===== src/rtl/wrr_pkg.sv =====
package wrr_pkg;

   typedef enum logic [1:0] {
      REQ_LOAD   = 2'd0,
      REQ_DISC   = 2'd1,
      REQ_SQUARE = 2'd2,
      REQ_RENDER = 2'd3
   } req_code_type;

   typedef enum logic [4:0] {
      OP_NONE,
      OP_CLEAR,
      OP_ACCEPT,
      OP_DCHK,
      OP_DBASE,
      OP_DROW,
      OP_DCOL,
      OP_RSET,
      OP_RIDX,
      OP_RRD,
      OP_RSUM,
      OP_RWR,
      OP_RMUL,
      OP_ROFF,
      OP_RSRC,
      OP_RSWT,
      OP_ROUT
   } dp_op_type;

   typedef struct packed {
      dp_op_type op;
   } dp_cmd_type;

   typedef struct packed {
      logic clear_last;
      logic drop_ok;
      logic row_end;
      logic col_last;
      logic rd_last;
   } dp_status_type;

   localparam int CSR_DW = 9;
   localparam int CSR_IW = 2;
   localparam logic [CSR_IW-1:0] CSR_FRAME_WIDTH  = 2'd0;
   localparam logic [CSR_IW-1:0] CSR_FRAME_HEIGHT = 2'd1;
   localparam logic [CSR_DW-1:0] DIM_RESET        = 9'd256;

   localparam int MIN_DIM      = 3;
   localparam int DAMP_SHIFT   = 5;
   localparam int SPREAD_SHIFT = 1;

   localparam int TAP_W = 3;
   localparam int NUM_TAPS = 5;
   localparam logic [TAP_W-1:0] TAP_WEST   = 3'd0;
   localparam logic [TAP_W-1:0] TAP_EAST   = 3'd1;
   localparam logic [TAP_W-1:0] TAP_NORTH  = 3'd2;
   localparam logic [TAP_W-1:0] TAP_SOUTH  = 3'd3;
   localparam logic [TAP_W-1:0] TAP_CENTRE = 3'd4;

endpackage


===== src/rtl/wrr_ctrl.sv =====
module wrr_ctrl
   import wrr_pkg::*;
(
   input  logic          clock,
   input  logic          reset,
   input  logic          req_valid,
   input  logic [1:0]    req_type,
   output logic          req_ready,
   output logic          rsp_valid,
   input  logic          rsp_ready,
   input  dp_status_type status,
   output dp_cmd_type    cmd
);

   typedef enum logic [16:0] {
      ST_CLEAR = 17'd1 << 0,
      ST_IDLE  = 17'd1 << 1,
      ST_DCHK  = 17'd1 << 2,
      ST_DBASE = 17'd1 << 3,
      ST_DROW  = 17'd1 << 4,
      ST_DCOL  = 17'd1 << 5,
      ST_RSET  = 17'd1 << 6,
      ST_RIDX  = 17'd1 << 7,
      ST_RRD   = 17'd1 << 8,
      ST_RDRN  = 17'd1 << 9,
      ST_RSUM  = 17'd1 << 10,
      ST_RWR   = 17'd1 << 11,
      ST_RMUL  = 17'd1 << 12,
      ST_ROFF  = 17'd1 << 13,
      ST_RSRC  = 17'd1 << 14,
      ST_RSWT  = 17'd1 << 15,
      ST_ROUT  = 17'd1 << 16
   } state_type;

   state_type state_ff, state_in;
   logic      rsp_valid_ff, rsp_valid_in;

   always_comb begin
      state_in     = state_ff;
      rsp_valid_in = rsp_valid_ff && !rsp_ready;
      cmd.op       = OP_NONE;
      req_ready    = 1'b0;
      case (state_ff)
         ST_CLEAR: begin
            cmd.op = OP_CLEAR;
            if (status.clear_last) state_in = ST_IDLE;
         end
         ST_IDLE: begin
            req_ready = 1'b1;
            if (req_valid) begin
               cmd.op = OP_ACCEPT;
               case (req_type)
                  REQ_DISC, REQ_SQUARE: state_in = ST_DCHK;
                  REQ_RENDER:           state_in = ST_RSET;
                  default:              state_in = ST_IDLE;
               endcase
            end
         end
         ST_DCHK: begin
            cmd.op   = OP_DCHK;
            state_in = status.drop_ok ? ST_DBASE : ST_IDLE;
         end
         ST_DBASE: begin
            cmd.op   = OP_DBASE;
            state_in = ST_DROW;
         end
         ST_DROW: begin
            cmd.op   = OP_DROW;
            state_in = status.row_end ? ST_IDLE : ST_DCOL;
         end
         ST_DCOL: begin
            cmd.op = OP_DCOL;
            if (status.col_last) state_in = ST_DROW;
         end
         ST_RSET: begin
            cmd.op   = OP_RSET;
            state_in = ST_RIDX;
         end
         ST_RIDX: begin
            cmd.op   = OP_RIDX;
            state_in = ST_RRD;
         end
         ST_RRD: begin
            cmd.op = OP_RRD;
            if (status.rd_last) state_in = ST_RDRN;
         end
         ST_RDRN: state_in = ST_RSUM;
         ST_RSUM: begin
            cmd.op   = OP_RSUM;
            state_in = ST_RWR;
         end
         ST_RWR: begin
            cmd.op   = OP_RWR;
            state_in = ST_RMUL;
         end
         ST_RMUL: begin
            cmd.op   = OP_RMUL;
            state_in = ST_ROFF;
         end
         ST_ROFF: begin
            cmd.op   = OP_ROFF;
            state_in = ST_RSRC;
         end
         ST_RSRC: begin
            cmd.op   = OP_RSRC;
            state_in = ST_RSWT;
         end
         ST_RSWT: begin
            cmd.op   = OP_RSWT;
            state_in = ST_ROUT;
         end
         ST_ROUT: begin
            // The result register must be empty, or emptied this cycle.
            if (!rsp_valid_ff || rsp_ready) begin
               cmd.op       = OP_ROUT;
               rsp_valid_in = 1'b1;
               state_in     = ST_IDLE;
            end
         end
         default: state_in = ST_IDLE;
      endcase
   end

   always_ff @(posedge clock) begin
      if (reset) begin
         state_ff     <= ST_CLEAR;
         rsp_valid_ff <= 1'b0;
      end else begin
         state_ff     <= state_in;
         rsp_valid_ff <= rsp_valid_in;
      end
   end

   assign rsp_valid = rsp_valid_ff;

endmodule


===== config.mk =====
export PLATFORM = sky130hd
export DESIGN_NAME = wrr_ctrl
export DESIGN_NICKNAME = d
export VERILOG_FILES = /design/src/rtl/wrr_pkg.sv /design/src/rtl/wrr_ctrl.sv
export SDC_FILE = /design/constraint.sdc
export NUM_CORES = 1
export LEC_CHECK = 0
export BUFFER_PORTS_ARGS = -buffer_cell sky130_fd_sc_hd__buf_2
export CAP_MARGIN = 40
export CORE_MARGIN = 1.5
export CORE_UTILIZATION = 23
export DETAILED_ROUTE_END_ITERATION = 8
export GPL_TIMING_DRIVEN = 0
export PLACE_DENSITY_LB_ADDON = 0.25
export SLEW_MARGIN = 0
export SYNTH_ARGS = -nofsm -noshare
export SYNTH_HDL_FRONTEND = slang
export SYNTH_SLANG_ARGS = --single-unit

===== constraint.sdc =====
create_clock -name clock -period 2.55 [get_ports clock]
set_input_delay 0.255 -clock clock [delete_from_list [all_inputs] [get_ports clock]]
set_output_delay 0.255 -clock clock [all_outputs]
set_load 0.005 [all_outputs]

==> results of run 1 <==
[stage by stage]
step	total power (W)	cell area, um^2	util, %	hold slack (ps)
after floorplan	0.0003546	1230	-	324.1
after CTS	0.0005983	1458	28.36	206.7
after detailed placement	0.0003888	1403	27.29	473.1
after global placement	0.0003898	1403	27.29	465.2
after global routing	0.0006191	1500	29.19	211.3
final	0.0005892	1500	29.19	203.8
[cells by family after synthesis]
logic type	count (synthesis)
adder cells (fa/ha/maj)	2
AO/OA/AOI/OAI	16
XOR/XNOR	5
flip-flops	18
AND/OR/NAND/NOR	94
buffers and inverters	10
[layer usage]
metal / GRT usage [%] / up-vias / share of wire (%)
met5: 0 / - / 0
met4: 3.333 / 0 / 0.51
met3: 1.437 / 2 / 2.1
met2: 20.18 / 22 / 49
met1: 14.59 / 552 / 48
li1: - / 598 / -
[path summary, 6_finish.rpt]
check	startpoint	endpoint	slack, ps
worst min register to register	rsp_valid$_SDFF_PP0_	rsp_valid$_SDFF_PP0_	500
worst min-delay path	status[4]	state_ff[0]$_SDFFE_PP1P_	200
worst max-delay path	state_ff[14]$_SDFFE_PP0P_	cmd[1]	80
worst max register to register	state_ff[8]$_SDFFE_PP0P_	state_ff[3]$_SDFFE_PP0P_	550
[area by class of cell]
| cell class | instances | area, um^2 | share of cell area [%] |
|---|---|---|---|
| Inverter | 4 | 15.01 | 1.001 |
| Timing Repair Buffer | 19 | 100.1 | 6.672 |
| Tap cell | 70 | 87.58 | 5.838 |
| Clock buffer | 3 | 41.29 | 2.752 |
| Multi-Input combinational cell | 117 | 854.6 | 56.96 |
| Sequential cell | 18 | 360.3 | 24.02 |
| Buffer | 6 | 41.29 | 2.752 |
[power by group]
part / internal [W] / switching [W] / leakage [nW] / total, W
registers: 0.000285 / 0.00000642 / 0.146 / 0.000292
logic: 0.0000392 / 0.0000558 / 0.481 / 0.0000950
clock network: 0.000105 / 0.0000974 / 0.0216 / 0.000202
[sequential cells by signal (all words and copies together) (netlist names)]
signal / count
rsp_valid: 1
state_ff: 17
[layout by cell type, fill, tap and decap left out, types with 3 or more instances in the layout]
cell type	synthesis	layout
inv_1	4	4
nor4_4	2	3
nand2_1	9	9
nor2_1	16	15
nand2b_1	4	4
xor2_1	4	4
nand4_1	7	7
nor3_1	9	9
nor4_1	5	3
nand4b_1	4	4
a21oi_1	5	5
and2_1	3	3
and3_1	5	5
and4b_1	3	3
dfxtp_1	18	18
clkbuf_8	0	3
and4_1	3	3
or2_2	3	3
buf_2	3	20
buf_4	2	4
nor4b_1	4	3
nand3_1	4	4
[worst max-delay path, stage by stage (launching register included)]
cell and delay [ps]:
dfxtp_1 310, buf_2 210, nor4_4 50, buf_4 160, and4_1 170, buf_2 170
and4b_1 230, nor4_2 360, nand3_1 150, buf_2 160
[timing repair]
action,CTS,global route
endpoints found under the hold margin,0,0
setup endpoints to repair,3,4
gates resized for setup,3,4
buffers inserted,0,2
pin swaps,0,2
==> flow_summary.yaml, run 1 <==
cts:
  cts_sinks: 18
  cts-buffers-inserted: 3
  clock_path_buffers: 2
  clk_pin_slew_worst_paths_ps: 70
  clock-root-buffer: "clkbuf_8"
  h-tree-depth: 1
  cts_tree: "done"
  cts_hold_buf: 0
  clkLatencyLatePin_ps: 250
sta:
  fin_setup_tns_ps: 0
  setup_viol: 0
  finalHoldViolCount: 0
  worstMarginPinSlew_ps: 446.7
  final.setup.worst_slack_ps: 78.37
  period_share_pct: 96.93
  max_freq_ghz: 0.4046
  relSlewSlack_pct: 70.11
  fin_crit_ps: 2472
  slew_viol_final: 0
  fin_skew_ps: 4.897
drt:
  drc_errors: 0
  routedWlPerCell_um: 14.16
  drt_wl_total_um: 3356
  vias: 1174
  ant_nets: 0
  drt_iter0_drc: 42
  vias_per_cell: 4.954
  drtPass1Iterations: 4
place:
  place.gp.congestion: 0.7922
  pre_cts_slack_ps: 189.5
  port_buffers: 17
  placed_cells: 232
  place_hpwl_um: 2561
synth:
  synth.area.mux_share_pct: 0
  avgSynthCellArea_um2: 8.482
  yosys_warnings: 0
  synthArstFlopShare_pct: 0
  ys_seq_area_share_pct: 29.30
  synth_area_leaders: "dfxtp_1 (29%), nor2_1 (4.9%), nor3_1 (3.7%)"
  synth_top_area_cell: "dfxtp_1"
  synth-edff-count: 0
  yosys-top-cells-count: "dfxtp_1 (18), nor2_1 (16), nand2_1 (9), nor3_1 (9), nand4_1 (7)"
  synth_most_common_cell: "dfxtp_1"
  syn_area_um2: 1230
  synth_top_area_share_pct: 29.30
  syn_nets: 158
  syn_inst: 145
  yosysUniqueCellTypes: 47
  synthAdderAreaFrac_pct: 2.035
  synth_compound_area_share_pct: 10.17
  synth_top_family_by_area: "simple AND/OR/NAND/NOR gates"
  ys_ff_latch: 18
  synthFlopType: "dfxtp_1"
  synthSimpleGateAreaFrac_pct: 50.36
  synth-xor-area-share_pct: 3.561
global_routing:
  track_usage_pct: 11.45
  grt_pass1_vias: 1099
  grt_pass1_wl_um: 5354
  grt_max_degree: 11
  antenna_found_initial: 0
  globalRouteOverflowTotal: 0
floorplan:
  die_area_um2: 5795
  fp-row-count: 26
  coreArea_um2: 5140
  start_util_pct: 23.93
  dieWidth_um: 76.13
  ios: 18
  die_height_um: 76.13
layout:
  area_growth_pct: 21.97
  fill_cells: 594
  fin_nets: 182
  insertedDiodeCount: 0
  fin_cells: 237
  layout-drive-gt1-share_pct: 28.14
job:
  drv_cap: 0
outcome:
  status: "completed"
worst_setup_path:
  r2r_cells: 8
  end_kind: "primary output"
  crit_fanout: 9
  cp.required_ps: 2300
  startpoint_type: "flop"
  critical_path_class: "reg -> out"
  cp.arrival_ps: 2220
power_and_ir_drop:
  vdd_drop_max_uv: 171.7
  p_per_area_nw_per_um2: 392.8
  leakage_nw: 0.6478
min_path:
  hp-class: "in -> reg"
  worstHoldPathCells: 2
(Power assumes the default switching activity.)
==> run 2, diff against run 1 <==
- ABC_AREA: default -> 1
==> run 2 against run 1 <==
  * Cell area is 2.9% lower
  * Synthesized cell count is 43% higher
  * Sequential power rose by 11%
  * Largest cell class unchanged
  * First-iteration DRC count up 40%
  * Setup slack gained 270 ps
  * Combinational power grew to 4.1 times the previous value
  * Register-to-register slack better by 290 ps
  * Hold slack lost 46 ps
  * Critical path depth increased by 2
  * Non-clock buffer count shrank 5
  * Core utilization is 1.0 points lower
  * Die area rose by 0.97%
  * Highest routed layer unchanged
==> flow_summary.yaml, run 2 <==
worst_setup_path:
  end_kind: "primary output"
  crit_fanout: 10
  startpoint_type: "flop"
  cp.arrival_ps: 1940
  critical_path_class: "reg -> out"
  r2r_cells: 11
  cp.required_ps: 2300
place:
  place_hpwl_um: 2504
  pre_cts_slack_ps: 646.1
  placed_cells: 295
  place.gp.congestion: 0.8217
  postPlaceCellArea_um2: 1415
  port_buffers: 17
cts:
  clock-root-buffer: "clkbuf_8"
  cts_hold_buf: 0
  h-tree-depth: 1
  clk_pin_slew_worst_paths_ps: 70
  cts_sinks: 18
  cts-buffers-inserted: 3
  clock_path_buffers: 2
  cts_resized: 0
  clkLatencyLatePin_ps: 260
  cts_tree: "done"
  cts_setup_buffers: 0
layout:
  area_growth_pct: 17.22
  layout-drive-gt1-share_pct: 18.42
  layout_commonest_cell: "nand2_1"
  insertedDiodeCount: 0
  largest_reg_flops: 17
  design_area_um2: 1456
  fin_nets: 243
  fin_cells: 298
  top_register: "state_ff"
  final_cell_mix: "nand2_1 (41), inv_1 (40), nor2_1 (35)"
power_and_ir_drop:
  vdd_drop_max_uv: 187.7
  leakage_nw: 0.8683
  p_per_area_nw_per_um2: 633.7
sta:
  rsz0062_at_grt: "false"
  relSlewSlack_pct: 69.80
  period_share_pct: 86.15
  finalHoldViolCount: 0
  slew_viol_final: 0
  fin_skew_ps: 2.703
  fin_crit_ps: 2197
  final.setup.worst_slack_ps: 353.1
  max_freq_ghz: 0.4552
  worstMarginPinSlew_ps: 453.0
  fin_setup_tns_ps: 0
  setup_viol: 0
global_routing:
  globalRouteOverflowTotal: 0
  grt_pass1_vias: 1180
  grt_max_degree: 11
  antenna_found_initial: 0
  track_usage_pct: 11.43
  grt_pass1_wl_um: 5285
drt:
  vias: 1252
  vias_per_cell: 4.201
  drt_iter0_drc: 59
  drc_errors: 0
  ant_nets: 0
  drtPass1Iterations: 4
  routedWlPerCell_um: 10.35
  drt_wl_total_um: 3084
floorplan:
  die_area_um2: 5851
  coreArea_um2: 5172
  ios: 18
  fp-row-count: 26
  dieWidth_um: 76.50
  start_util_pct: 24.02
  die_height_um: 76.50
synth:
  ys_ff_latch: 18
  syn_area_um2: 1242
  synth_most_common_cell: "nand2_1"
  syn_nets: 221
  synth_top_area_cell: "dfxtp_1"
  avgSynthCellArea_um2: 5.973
  ys_seq_area_share_pct: 29.00
  synth_area_leaders: "dfxtp_1 (29%), nand2_1 (12%), inv_1 (12%)"
  yosys-top-cells-count: "nand2_1 (41), inv_1 (40), nor2_1 (35)"
  synthFlopType: "dfxtp_1"
  synthArstFlopShare_pct: 0
  synth_top_area_share_pct: 29.00
  yosys_warnings: 0
  synth-edff-count: 0
  syn_inst: 208
  yosysUniqueCellTypes: 27
min_path:
  worstHoldPathCells: 2
  hp-class: "in -> reg"
job:
  drv_cap: 0
outcome:
  status: "completed"
-- run 2: cell count changes in the layout (fill, tap and decap cells not counted), moves of 5 or more --
cell	before	now
nand2_1	9	41
nand3_1	4	23
and3_1	5	0
inv_2	0	8
inv_1	4	40
nor2_1	15	35
nor3_1	9	4
-- run 2: critical path: stages (launching register included) --
cell	delay [ps]
dfxtp_1	330
nor2_1	200
nand2_1	140
nor2_1	150
buf_2	240
nand3_1	150
nand2_1	90
inv_1	50
nand2_1	70
inv_1	40
nand4_1	90
buf_2	130
-- run 2: cell families (layout without fill, tap and decap cells) --
family | Yosys count | count (layout) | share of synthesized area [%]
simple gates | 128 | 128 | 48.54
buf+inv | 53 | 73 | 16.92
flops | 18 | 18 | 29.00
compound gates | 7 | 7 | 3.525
fa+ha+maj | 2 | 2 | 2.014
-- run 2: per-layer routing --
layer	global-route usage, %	routed length [um]	up-vias
met4	5.556	65	0
met2	18.04	1327	23
li1	-	-	679
met5	0	0	-
met1	15.01	1546	545
met3	1.916	145	5
-- run 2: layout make-up --
| cell class | count | area (um^2) |
|---|---|---|
| fillers | 602 | 3716 |
| multi-input cells | 137 | 671.9 |
| flip-flops and latches | 18 | 360.3 |
| inverters | 50 | 190.2 |
| well taps | 70 | 87.58 |
| repair buffers | 17 | 85.08 |
| clock buffers | 3 | 41.29 |
| plain buffers | 3 | 20.02 |
-- run 2: metrics by stage --
stage               hold slack, ps  power (W)  util [%]
floorplan                    324.1  0.0006181         -
global placement             432.7  0.0007227     27.36
detailed placement           436.6  0.0007214     27.36
CTS                          162.5  0.0009312     28.16
global route                 161.1  0.0009998     28.16
finish                       157.3  0.0009229     28.16
-- run 2: path summary, 6_finish.rpt --
check / from / to / slack [ps]
worst max-delay path: state_ff[2]$_SDFFE_PP0P_ / cmd[2] / 350
worst min register to register: rsp_valid$_SDFF_PP0_ / rsp_valid$_SDFF_PP0_ / 540
worst max register to register: state_ff[2]$_SDFFE_PP0P_ / state_ff[1]$_SDFFE_PP0P_ / 840
worst min-delay path: reset / rsp_valid$_SDFF_PP0_ / 160
-- run 2: where the power goes --
group          internal, W  switching, W
Combinational     0.000134      0.000255
Sequential        0.000304     0.0000194
Clock             0.000105      0.000105
==> run 3, diff against run 2 <==
- PLACE_DENSITY_LB_ADDON: 0.25 -> default
==> run 3 against run 2 <==
  * Total power down 0.33%
  * Global-route usage fell by 0.29 points
  * Core utilization did not move
  * Sequential cell count stayed put
  * First-iteration DRC count shrank 20%
  * Non-clock buffer count did not move
  * Clock-buffer cell count stayed put
  * Die area unchanged
  * Register-to-register slack got worse by 40 ps
==> flow_summary.yaml, run 3 (synthesized netlist as in run 2, its figures left out) <==
sta:
  fin_skew_ps: 2.945
  relSlewSlack_pct: 69.17
  period_share_pct: 86.73
  timing.hold.ws_ps: 161.2
  fin_setup_tns_ps: 0
  fin_crit_ps: 2212
  max_freq_ghz: 0.4521
  rsz0062_at_grt: "false"
  slew_viol_final: 0
  worstMarginPinSlew_ps: 462.5
  finalHoldViolCount: 0
  setup_viol: 0
global_routing:
  globalRouteOverflowTotal: 0
  grt_pass1_wl_um: 5161
  grt_pass1_vias: 1168
  track_usage_pct: 11.14
  grt_max_degree: 11
  antenna_found_initial: 0
min_path:
  hp-class: "in -> reg"
  hp-start: "reset"
worst_setup_path:
  crit_chain: "nor2_1 -> nand2_1 -> nor2_1 -> buf_2 -> nand3_1 -> nand2_1 -> inv_1 -> nand2_1 -> inv_1 -> nand4_1 -> buf_2"
  crit_fanout: 10
  cp.arrival_ps: 1960
  cp.required_ps: 2300
  critical_path_class: "reg -> out"
  critPathLaunch: "state_ff[6]$_SDFFE_PP0P_"
  cp_num_buf_inv: 4
  timing.rr.start: "state_ff[6]$_SDFFE_PP0P_"
  startpoint_type: "flop"
  crit_path_top_delay_cell: "dfxtp_1"
  crit_path_frequent_cell: "nand2_1"
  end_kind: "primary output"
  critical_path.max_stage_delay_ps: 340
  crit_family: "simple AND/OR/NAND/NOR gates"
cts:
  cts-buffers-inserted: 3
  clk_pin_slew_worst_paths_ps: 70
  clock-root-buffer: "clkbuf_8"
  h-tree-depth: 1
  cts_setup_buffers: 0
  clkLatencyLatePin_ps: 260
  cts_hold_buf: 0
  cts_tree: "done"
  cts_resized: 0
  cts_sinks: 18
  clock_path_buffers: 2
drt:
  vias: 1229
  ant_nets: 0
  routedWlPerCell_um: 9.896
  drt_iter0_drc: 47
  drtPass1Iterations: 4
  drc_errors: 0
  vias_per_cell: 4.124
  drt_wl_total_um: 2949
layout:
  layout-drive-gt1-share_pct: 18.42
  fill_cells: 576
  largest_reg_flops: 17
  layout_commonest_cell: "nand2_1"
  area_growth_pct: 17.22
  insertedDiodeCount: 0
  fin_nets: 243
  top_register: "state_ff"
  seqCellArea_um2: 360.3
  final_cell_mix: "nand2_1 (41), inv_1 (40), nor2_1 (35)"
  multi_input_area_um2: 671.9
power_and_ir_drop:
  p_comb_share_pct: 42.2
  p_per_area_nw_per_um2: 631.5
  power_frac_seq_pct: 35.3
  p_clk_share_pct: 22.6
  p_switching_w: 0.0003760
  vdd_drop_max_uv: 183.4
  swShare_pct: 40.88
  leakage_nw: 0.8683
  intPower_w: 0.0005438
job:
  drv_cap: 0
floorplan:
  ios: 18
  dieWidth_um: 76.50
  start_util_pct: 24.02
  coreArea_um2: 5172
  fp-row-count: 26
  die_height_um: 76.50
  die_area_um2: 5851
outcome:
  status: "completed"
place:
  port_buffers: 17
  place.gp.congestion: 0.8932
  place_hpwl_um: 2389
-- run 3: cell counts in the layout (fill, tap and decap cells not counted) --
Identical to the previous run, type by type.
-- run 3: final timing paths --
path,endpoint,cells after the start,slack (ps)
hold / removal,rsp_valid$_SDFF_PP0_,2,160
setup / recovery,cmd[2],11,340
setup reg to reg,state_ff[1]$_SDFFE_PP0P_,11,800
hold reg to reg,rsp_valid$_SDFF_PP0_,4,540
-- run 3: final cells by class --
| cell class | instances | area share (%) |
|---|---|---|
| Tap cell | 70 | 6.014 |
| Sequential cell | 18 | 24.74 |
| Inverter | 50 | 13.06 |
| Timing Repair Buffer | 17 | 5.842 |
| Clock buffer | 3 | 2.835 |
| Buffer | 3 | 1.375 |
| Multi-Input combinational cell | 137 | 46.13 |
-- run 3: metal layers --
layer	share of wire [%]	GRT usage (%)
met5	0	0
met4	1.5	4.444
met3	3.3	2.874
met2	43	17.23
met1	52	14.68
-- run 3: power by group through the flow --
stage	clock network [W]	logic (W)	registers, W
final	0.000208	0.000388	0.000324
after global routing	0.000225	0.000438	0.000328
after CTS	0.000208	0.000388	0.000324
after detailed placement	0	0.000386	0.000330
after global placement	0	0.000386	0.000329
after floorplan	0	0.000292	0.000326
-- run 3: through the flow --
| stage | std cells | power [W] | setup slack [ps] | utilization (%) | area (um^2) |
|---|---|---|---|---|---|
| 2_1_floorplan | 208 | 0.0006181 | 1042 | - | 1242 |
| 3_3_place_gp | 295 | 0.0007149 | 634.2 | 27.36 | 1415 |
| 3_5_place_dp | 295 | 0.0007168 | 622.2 | 27.36 | 1415 |
| 4_1_cts | 298 | 0.0009196 | 335.7 | 28.16 | 1456 |
| 5_1_grt | 298 | 0.0009914 | 73.75 | 28.16 | 1456 |
| 6_report | 298 | 0.0009198 | 338.3 | 28.16 | 1456 |
